$ cat src/hw/rtl/hsv2rgb_pkg.sv
// Package: widths, word types and sector codes for the HSV to RGB888 converter
package hsv2rgb_pkg;

    localparam int FRAC_BITS = 12;
    localparam int INT_BITS  = 4;
    localparam int IN_W      = INT_BITS + FRAC_BITS;
    localparam int THR_W     = 13;
    localparam int VAL_W     = FRAC_BITS + 1;
    localparam int CH_W      = 8;
    localparam int RGB_W     = 3 * CH_W;
    localparam int W_W       = VAL_W + CH_W - 1;
    localparam int FAC_W     = 2 * FRAC_BITS + 1;
    localparam int H6_W      = FRAC_BITS + 3;
    localparam int Q_DEPTH   = 2;
    localparam int Q_PTR_W   = (Q_DEPTH > 1) ? $clog2(Q_DEPTH) : 1;
    localparam int Q_CNT_W   = $clog2(Q_DEPTH + 1);

    localparam logic [THR_W-1:0] THR_RESET = THR_W'(13);
    localparam logic [CH_W-1:0]  CH_MAX    = {CH_W{1'b1}};
    localparam logic [VAL_W-1:0] ONE_FX    = VAL_W'(1) << FRAC_BITS;
    localparam logic [FAC_W-1:0] FULL_FX   = FAC_W'(1) << (2 * FRAC_BITS);

    typedef enum logic [2:0] {
        SEC_RY = 3'd0,
        SEC_YG = 3'd1,
        SEC_GC = 3'd2,
        SEC_CB = 3'd3,
        SEC_BM = 3'd4,
        SEC_MR = 3'd5
    } t_sector;

    typedef struct packed {
        logic [IN_W-1:0] hue;
        logic [IN_W-1:0] saturation;
        logic [IN_W-1:0] brightness;
    } t_hsv_word;

    typedef struct packed {
        logic [RGB_W-1:0] rgb_word;
        logic             grey_taken;
    } t_rgb_word;

    // classified word, front to back
    typedef struct packed {
        logic                 grey;
        logic [CH_W-1:0]      grey_val;
        t_sector              sector;
        logic [FRAC_BITS-1:0] frac;
        logic [VAL_W-1:0]     sat;
        logic [VAL_W-1:0]     val;
    } t_cls;

endpackage

$ cat src/hw/rtl/hsv2rgb_front.sv
// Front end: grey test, range reduction, sector and fraction of hue
module hsv2rgb_front (
    input  hsv2rgb_pkg::t_hsv_word               i_word,
    input  logic [hsv2rgb_pkg::THR_W-1:0]        i_thr,
    output hsv2rgb_pkg::t_cls                    o_cls
);

    localparam int GP_W = hsv2rgb_pkg::IN_W + hsv2rgb_pkg::CH_W;
    localparam int GS_W = GP_W - hsv2rgb_pkg::FRAC_BITS;

    function automatic logic [hsv2rgb_pkg::VAL_W-1:0] fx_reduce(
        input logic [hsv2rgb_pkg::IN_W-1:0] x
    );
        logic [hsv2rgb_pkg::VAL_W-1:0] r;
        if (x > hsv2rgb_pkg::IN_W'(hsv2rgb_pkg::ONE_FX)) begin
            r = {1'b0, x[hsv2rgb_pkg::FRAC_BITS-1:0]};
        end else begin
            r = x[hsv2rgb_pkg::VAL_W-1:0];
        end
        return r;
    endfunction

    logic [GP_W-1:0]                     gp;
    logic [GS_W-1:0]                     gs;
    logic [hsv2rgb_pkg::FRAC_BITS-1:0]   h12;
    logic [hsv2rgb_pkg::H6_W-1:0]        h6;

    // v*255 as v*256 - v
    assign gp = {i_word.brightness, hsv2rgb_pkg::CH_W'(0)} - GP_W'(i_word.brightness);
    assign gs = gp[GP_W-1:hsv2rgb_pkg::FRAC_BITS];
    assign h12 = i_word.hue[hsv2rgb_pkg::FRAC_BITS-1:0];
    assign h6 = (hsv2rgb_pkg::H6_W'(h12) << 2) + (hsv2rgb_pkg::H6_W'(h12) << 1);

    always_comb begin
        o_cls.grey     = i_word.saturation < hsv2rgb_pkg::IN_W'(i_thr);
        o_cls.grey_val = (|gs[GS_W-1:hsv2rgb_pkg::CH_W]) ? hsv2rgb_pkg::CH_MAX
                                                          : gs[hsv2rgb_pkg::CH_W-1:0];
        o_cls.sector   = hsv2rgb_pkg::t_sector'(h6[hsv2rgb_pkg::H6_W-1:hsv2rgb_pkg::FRAC_BITS]);
        o_cls.frac     = h6[hsv2rgb_pkg::FRAC_BITS-1:0];
        o_cls.sat      = fx_reduce(i_word.saturation);
        o_cls.val      = fx_reduce(i_word.brightness);
    end

endmodule

$ cat src/hw/rtl/hsv2rgb_queue.sv
// Short word queue between front and back
module hsv2rgb_queue (
    input  logic              i_clk,
    input  logic              i_rst_n,
    input  logic              i_valid,
    output logic              o_ready,
    input  hsv2rgb_pkg::t_cls i_data,
    output logic              o_valid,
    input  logic              i_ready,
    output hsv2rgb_pkg::t_cls o_data
);

    hsv2rgb_pkg::t_cls                  r_mem [hsv2rgb_pkg::Q_DEPTH];
    logic [hsv2rgb_pkg::Q_PTR_W-1:0]    r_wptr, n_wptr;
    logic [hsv2rgb_pkg::Q_PTR_W-1:0]    r_rptr, n_rptr;
    logic [hsv2rgb_pkg::Q_CNT_W-1:0]    r_cnt, n_cnt;
    logic                               push, pop;

    localparam logic [hsv2rgb_pkg::Q_PTR_W-1:0] LAST =
        hsv2rgb_pkg::Q_PTR_W'(hsv2rgb_pkg::Q_DEPTH - 1);

    assign o_ready = r_cnt != hsv2rgb_pkg::Q_CNT_W'(hsv2rgb_pkg::Q_DEPTH);
    assign o_valid = r_cnt != '0;
    assign o_data  = r_mem[r_rptr];
    assign push    = i_valid && o_ready;
    assign pop     = o_valid && i_ready;

    always_comb begin
        n_wptr = r_wptr;
        n_rptr = r_rptr;
        n_cnt  = r_cnt;
        if (push) begin
            n_wptr = (r_wptr == LAST) ? '0 : r_wptr + 1'b1;
        end
        if (pop) begin
            n_rptr = (r_rptr == LAST) ? '0 : r_rptr + 1'b1;
        end
        if (push && !pop) begin
            n_cnt = r_cnt + 1'b1;
        end else if (pop && !push) begin
            n_cnt = r_cnt - 1'b1;
        end
    end

    always_ff @(posedge i_clk) begin
        if (!i_rst_n) begin
            r_wptr <= '0;
            r_rptr <= '0;
            r_cnt  <= '0;
        end else begin
            r_wptr <= n_wptr;
            r_rptr <= n_rptr;
            r_cnt  <= n_cnt;
        end
    end

    always_ff @(posedge i_clk) begin
        if (push) begin
            r_mem[r_wptr] <= i_data;
        end
    end

endmodule

$ cat src/hw/rtl/hsv2rgb_back.sv
// Back end: weight products, channel products and sector select
module hsv2rgb_back (
    input  logic                   i_clk,
    input  logic                   i_rst_n,
    input  logic                   i_valid,
    output logic                   o_ready,
    input  hsv2rgb_pkg::t_cls      i_cls,
    output logic                   o_valid,
    input  logic                   i_ready,
    output hsv2rgb_pkg::t_rgb_word o_word
);

    localparam int F   = hsv2rgb_pkg::FRAC_BITS;
    localparam int CW  = hsv2rgb_pkg::CH_W;
    localparam int WW  = hsv2rgb_pkg::W_W;
    localparam int VW  = hsv2rgb_pkg::VAL_W;
    localparam int FW  = hsv2rgb_pkg::FAC_W;
    localparam int SF_W = VW + F;
    localparam int ST_W = 2 * VW;
    localparam int PP_W = WW + VW;
    localparam int QP_W = WW + FW;

    typedef struct packed {
        logic                 grey;
        logic [CW-1:0]        grey_val;
        hsv2rgb_pkg::t_sector sector;
        logic [WW-1:0]        w;
        logic [VW-1:0]        ps;
        logic [FW-1:0]        fq;
        logic [FW-1:0]        ft;
    } t_fac;

    logic                   r_a_valid, n_a_valid;
    t_fac                   r_a, n_a;
    logic                   r_o_valid, n_o_valid;
    hsv2rgb_pkg::t_rgb_word r_o_word, n_o_word;

    logic                   b_load, a_load;
    logic [SF_W-1:0]        sf;
    logic [ST_W-1:0]        st;
    logic [VW+CW-1:0]       wfull;
    logic [PP_W-1:0]        pp;
    logic [QP_W-1:0]        qp, tp;
    logic [CW-1:0]          cv, cp, cq, ct;

    assign b_load  = !r_o_valid || i_ready;
    assign a_load  = !r_a_valid || b_load;
    assign o_ready = a_load;
    assign o_valid = r_o_valid;
    assign o_word  = r_o_word;

    // stage A: s*f, s*(1-f), 255*v
    assign sf    = SF_W'(i_cls.sat) * SF_W'(i_cls.frac);
    assign st    = ST_W'(i_cls.sat) * ST_W'(hsv2rgb_pkg::ONE_FX - VW'(i_cls.frac));
    assign wfull = {i_cls.val, CW'(0)} - (VW + CW)'(i_cls.val);

    always_comb begin
        n_a_valid = r_a_valid;
        n_a       = r_a;
        if (a_load) begin
            n_a_valid   = i_valid;
            n_a.grey    = i_cls.grey;
            n_a.grey_val = i_cls.grey_val;
            n_a.sector  = i_cls.sector;
            n_a.w       = wfull[WW-1:0];
            n_a.ps      = hsv2rgb_pkg::ONE_FX - i_cls.sat;
            n_a.fq      = hsv2rgb_pkg::FULL_FX - sf[FW-1:0];
            n_a.ft      = hsv2rgb_pkg::FULL_FX - st[FW-1:0];
        end
    end

    // stage B: channel products, truncated toward zero
    assign pp = PP_W'(r_a.w) * PP_W'(r_a.ps);
    assign qp = QP_W'(r_a.w) * QP_W'(r_a.fq);
    assign tp = QP_W'(r_a.w) * QP_W'(r_a.ft);
    assign cv = r_a.w[F+CW-1:F];
    assign cp = pp[2*F+CW-1:2*F];
    assign cq = qp[3*F+CW-1:3*F];
    assign ct = tp[3*F+CW-1:3*F];

    always_comb begin
        n_o_valid = r_o_valid;
        n_o_word  = r_o_word;
        if (b_load) begin
            n_o_valid           = r_a_valid;
            n_o_word.grey_taken = r_a.grey;
            if (r_a.grey) begin
                n_o_word.rgb_word = {r_a.grey_val, r_a.grey_val, r_a.grey_val};
            end else begin
                case (r_a.sector)
                    hsv2rgb_pkg::SEC_RY: begin
                        n_o_word.rgb_word = {cv, ct, cp};
                    end
                    hsv2rgb_pkg::SEC_YG: begin
                        n_o_word.rgb_word = {cq, cv, cp};
                    end
                    hsv2rgb_pkg::SEC_GC: begin
                        n_o_word.rgb_word = {cp, cv, ct};
                    end
                    hsv2rgb_pkg::SEC_CB: begin
                        n_o_word.rgb_word = {cp, cq, cv};
                    end
                    hsv2rgb_pkg::SEC_BM: begin
                        n_o_word.rgb_word = {ct, cp, cv};
                    end
                    default: begin
                        n_o_word.rgb_word = {cv, cp, cq};
                    end
                endcase
            end
        end
    end

    always_ff @(posedge i_clk) begin
        if (!i_rst_n) begin
            r_a_valid <= 1'b0;
            r_o_valid <= 1'b0;
        end else begin
            r_a_valid <= n_a_valid;
            r_o_valid <= n_o_valid;
        end
    end

    always_ff @(posedge i_clk) begin
        r_a      <= n_a;
        r_o_word <= n_o_word;
    end

endmodule

$ cat src/hw/rtl/hsv_to_rgb888_top.sv
// Top level of the HSV to RGB888 converter
//
//   channel | valid       | ready       | payload
//   --------+-------------+-------------+--------------------------------
//   in      | i_in_valid  | o_in_ready  | i_in_word  (hue, sat, value)
//   out     | o_out_valid | i_out_ready | o_out_word (rgb_word, grey)
//   cfg     | i_cfg_we    | -           | i_cfg_wdata (mono threshold)
//
// One word per cycle sustained while the output is not stalled; a result passes
// through queue entry, weight stage and channel multiply stage, each registered.
// With the output stalled, the two stages and the two-entry queue hold four
// words; then the queue is full and o_in_ready drops.
// Reset empties queue and pipeline and sets the threshold to 13.
module hsv_to_rgb888_top (
    input  logic                              i_clk,
    input  logic                              i_rst_n,
    input  logic                              i_in_valid,
    output logic                              o_in_ready,
    input  hsv2rgb_pkg::t_hsv_word            i_in_word,
    output logic                              o_out_valid,
    input  logic                              i_out_ready,
    output hsv2rgb_pkg::t_rgb_word            o_out_word,
    input  logic                              i_cfg_we,
    input  logic [hsv2rgb_pkg::THR_W-1:0]     i_cfg_wdata
);

    logic [hsv2rgb_pkg::THR_W-1:0] r_mono_threshold;
    hsv2rgb_pkg::t_cls             front_cls;
    hsv2rgb_pkg::t_cls             q_cls;
    logic                          q_valid, back_ready;

    always_ff @(posedge i_clk) begin
        if (!i_rst_n) begin
            r_mono_threshold <= hsv2rgb_pkg::THR_RESET;
        end else if (i_cfg_we) begin
            r_mono_threshold <= i_cfg_wdata;
        end
    end

    hsv2rgb_front u_front (
        .i_word (i_in_word),
        .i_thr  (r_mono_threshold),
        .o_cls  (front_cls)
    );

    hsv2rgb_queue u_queue (
        .i_clk   (i_clk),
        .i_rst_n (i_rst_n),
        .i_valid (i_in_valid),
        .o_ready (o_in_ready),
        .i_data  (front_cls),
        .o_valid (q_valid),
        .i_ready (back_ready),
        .o_data  (q_cls)
    );

    hsv2rgb_back u_back (
        .i_clk   (i_clk),
        .i_rst_n (i_rst_n),
        .i_valid (q_valid),
        .o_ready (back_ready),
        .i_cls   (q_cls),
        .o_valid (o_out_valid),
        .i_ready (i_out_ready),
        .o_word  (o_out_word)
    );

endmodule

$ cat config.mk
export PLATFORM = sky130hd
export DESIGN_NAME = hsv_to_rgb888_top
export DESIGN_NICKNAME = d
export VERILOG_FILES = /design/src/hw/rtl/hsv2rgb_pkg.sv /design/src/hw/rtl/hsv2rgb_front.sv /design/src/hw/rtl/hsv2rgb_queue.sv /design/src/hw/rtl/hsv2rgb_back.sv /design/src/hw/rtl/hsv_to_rgb888_top.sv
export SDC_FILE = /design/constraint.sdc
export NUM_CORES = 2
export LEC_CHECK = 0
export ABC_CLOCK_PERIOD_IN_PS = 9150
export BUFFER_PORTS_ARGS = -buffer_cell sky130_fd_sc_hd__buf_2
export CAP_MARGIN = 20
export CORE_MARGIN = 3
export CORE_UTILIZATION = 40
export DETAILED_ROUTE_END_ITERATION = 12
export PLACE_DENSITY = 0.65
export SLEW_MARGIN = 0
export SYNTH_ARGS = -nofsm -noshare
export SYNTH_HDL_FRONTEND = slang
export SYNTH_SLANG_ARGS = --single-unit
$ cat constraint.sdc
create_clock -name i_clk -period 9.15 [get_ports i_clk]
set_input_delay 1.83 -clock i_clk [delete_from_list [all_inputs] [get_ports i_clk]]
set_output_delay 1.83 -clock i_clk [all_outputs]
set_load 0.03 [all_outputs]
==> impl_metrics.json <==
{
  "synth_edf_count": 215,
  "syn_to_final_growth_pct": 6.29,
  "die_w_um": 387,
  "wl_per_cell_um": 16.9,
  "worstSetupStartpointType": "flip-flop",
  "cts_hold_buf": 0,
  "slew_violations": 0,
  "initial_utilization_pct": 40.3,
  "synth_cell_types": 82,
  "drtIter0Drc": 2328,
  "drc_errors": 0,
  "syn-mean-instance-area_um2": 9.35,
  "r2r_start": "u_back.r_a[68]",
  "nNetsFinal": 7949,
  "grt_pass1_vias": 44400,
  "status": "completed",
  "placed_cells": 7993,
  "clock-sinks": 235,
  "synthFlopType": "edfxtp_1",
  "path_max_fanout": 15,
  "clk_pin_slew_ns": 0.06,
  "worstSetupPathType": "reg2reg",
  "fp.coreArea_mm2": 0.144,
  "grt_pass1_wl_um": 231000,
  "cts_resized": 0,
  "dp_hpwl_um": 111000,
  "syn-num-nets": 8023,
  "r2r-end": "u_back.o_word[16]",
  "final_common_cell": "inv_1",
  "arrival_ns": 8.72,
  "ys_seq_area_share_pct": 11.8,
  "die_area_mm2": 0.149,
  "fin_cells": 8044,
  "worst_pin_slew_ns": 1.07,
  "rsz0062_at_grt": "false",
  "fin_area_mm2": 0.0616,
  "ys_warn_count": 0,
  "reg2reg_depth": 23,
  "synth_area_leaders": "fa_1 41%, ha_1 12%, edfxtp_1 11%",
  "drtPass1Iterations": 8,
  "io_pins": 93,
  "layout_setup_ws_ns": 0.746,
  "worstSkewPairLatency_ns": 0.59,
  "h-tree-depth": 1,
  "cp-end-kind": "flip-flop",
  "detail_route.wirelength_um": 136000,
  "vias": 40700,
  "maxClockFrequency_ghz": 0.119,
  "fin_tns_setup_ns": 0,
  "hold_viol": 0,
  "grt_max_degree": 75,
  "cts_setup_buffers": 0,
  "routabilityCongestion": 0.928,
  "dpl_cell_area_mm2": 0.0606,
  "netlist_instances": 6193,
  "min_period_over_period_pct": 91.8,
  "hp-class": "reg2reg",
  "mostFrequentLayoutCells": "1,390 x inv_1, 1,186 x fa_1, 777 x nand2_1",
  "syn-cell-area_mm2": 0.0579,
  "cts_tree": "yes",
  "slew_headroom_pct": 28.6,
  "r2r_slack_ns": 0.75,
  "synth_seq_cells": 235,
  "fp.dieH_um": 387,
  "numPortBuffers": 88,
  "cts_max_path_buffers": 3,
  "antenna_found_initial": 3,
  "cts-root-buf": "clkbuf_16",
  "crit_start": "u_back.r_a[68]",
  "cts_buffers": 27,
  "grtUsageTotal_pct": 18.9,
  "synth_top_cell_area_share_pct": 41.0,
  "gr-total-overflow": 0,
  "ant_nets": 0,
  "period_needed_ns": 8.40,
  "drive_gt1_share_pct": 5.39,
  "row_count": 139,
  "vias_per_cell": 5.06,
  "cap_violations": 0,
  "fillCellCount": 13900,
  "worstSetupEndpoint": "u_back.o_word[16]",
  "synth_top_cell_by_area": "fa_1",
  "skew_ns": 0.0271,
  "pre_cts_ws_ns": 0.774,
  "setup_viol": 0,
  "critical_path_required_ns": 9.47,
  "ys_async_sr_fraction_pct": 0
}
## cell usage after synthesis, types with 5 or more instances
cell,count
a21o_1,48
a221oi_1,9
nand2b_1,41
nor2_1,301
a21boi_0,9
a31o_2,5
xor2_1,45
mux2i_1,47
o211ai_1,10
o21a_1,17
o21ai_1,7
o31ai_1,10
dfxtp_1,20
and2_1,566
nor4_1,13
a31oi_1,11
nand3_1,39
nand2_1,778
o21bai_1,13
ha_1,578
clkbuf_1,300
xnor2_1,102
edfxtp_1,215
o221ai_1,7
a211oi_1,11
nor2b_1,34
nor3_1,43
or2_2,15
o41ai_1,5
inv_1,1390
nand4_1,23
a21oi_1,100
o2111ai_1,7
and3_1,9
mux2_2,24
o21ai_0,69
fa_1,1186
## final cells by class
type / count / area (um2) / area share [%]
Antenna cell: 1 / 2.50 / 0.00406
Clock buffer: 35 / 756 / 1.23
Clock inverter: 15 / 206 / 0.335
Inverter: 1391 / 5220 / 8.48
Multi-Input combinational cell: 4256 / 44700 / 72.6
Sequential cell: 235 / 6860 / 11.1
Tap cell: 1903 / 2380 / 3.87
Timing Repair Buffer: 208 / 1430 / 2.32
## critical path, cell delays in order (launching register included)
cell and delay [ns]:
edfxtp_1 1.05, buf_4 0.32, nand2_1 0.09, fa_1 0.56, fa_1 0.52, fa_1 0.53
inv_1 0.07, fa_1 0.56, fa_1 0.43, fa_1 0.49, inv_1 0.05, fa_1 0.47
inv_1 0.05, ha_1 0.33, a21oi_2 0.19, o211ai_1 0.18, a211oi_2 0.36, nor3_1 0.17
a2111oi_2 0.51, a21oi_2 0.18, or4_1 0.50, and3_4 0.22, a221oi_2 0.25, nor2_1 0.07
## flip-flops by register name (all words and copies together) (netlist names), named ones only
signal and cells:
u_queue.r_cnt 2, u_back.o_valid 1, u_back.r_a_valid 1, r_mono_threshold 13
u_queue.r_rptr 1, u_back.cv 8, u_back.o_word 25, u_back.r_a 84
u_queue.r_mem 98, u_queue.r_wptr 1
## layer usage
layer,part of all wire [%],GRT usage (%),vias up
li1,-,-,18400
met1,43,25.7,21000
met2,48,32.2,1140
met3,6.4,2.16,154
met4,2.8,4.60,0
met5,0,0,-
## worst min-delay path by stage
stage                             start             endpoint  slack, ns  cells past startpoint
floorplan                u_back.r_a[94]     u_back.o_word[0]       0.42                      0
global placement    r_mono_threshold[0]  r_mono_threshold[0]       0.46                      2
detailed placement  r_mono_threshold[0]  r_mono_threshold[0]       0.47                      2
CTS                 r_mono_threshold[3]  r_mono_threshold[3]       0.50                      2
global route        r_mono_threshold[0]  r_mono_threshold[0]       0.54                      2
finish              r_mono_threshold[2]  r_mono_threshold[2]       0.49                      2
## kinds of logic after synthesis
logic type | after synthesis | synth area share (%)
buf+inv | 1702 | 11.1
mux | 75 | 1.37
xor+xnor | 147 | 2.22
compound gates | 381 | 4.38
simple gates | 1889 | 15.7
flops | 235 | 11.8
fa+ha+maj | 1764 | 53.5
## per-stage QoR
stage | utilization, % | hold slack [ns]
6_report | 42.9 | 0.492
5_1_grt | 42.9 | 0.543
4_1_cts | 42.9 | 0.496
3_5_place_dp | 42.2 | 0.474
3_3_place_gp | 42.2 | 0.456
2_1_floorplan | - | 0.424
Power is not shown: default switching activity piles up to over one toggle a cycle in this logic, so the estimate is an artifact.
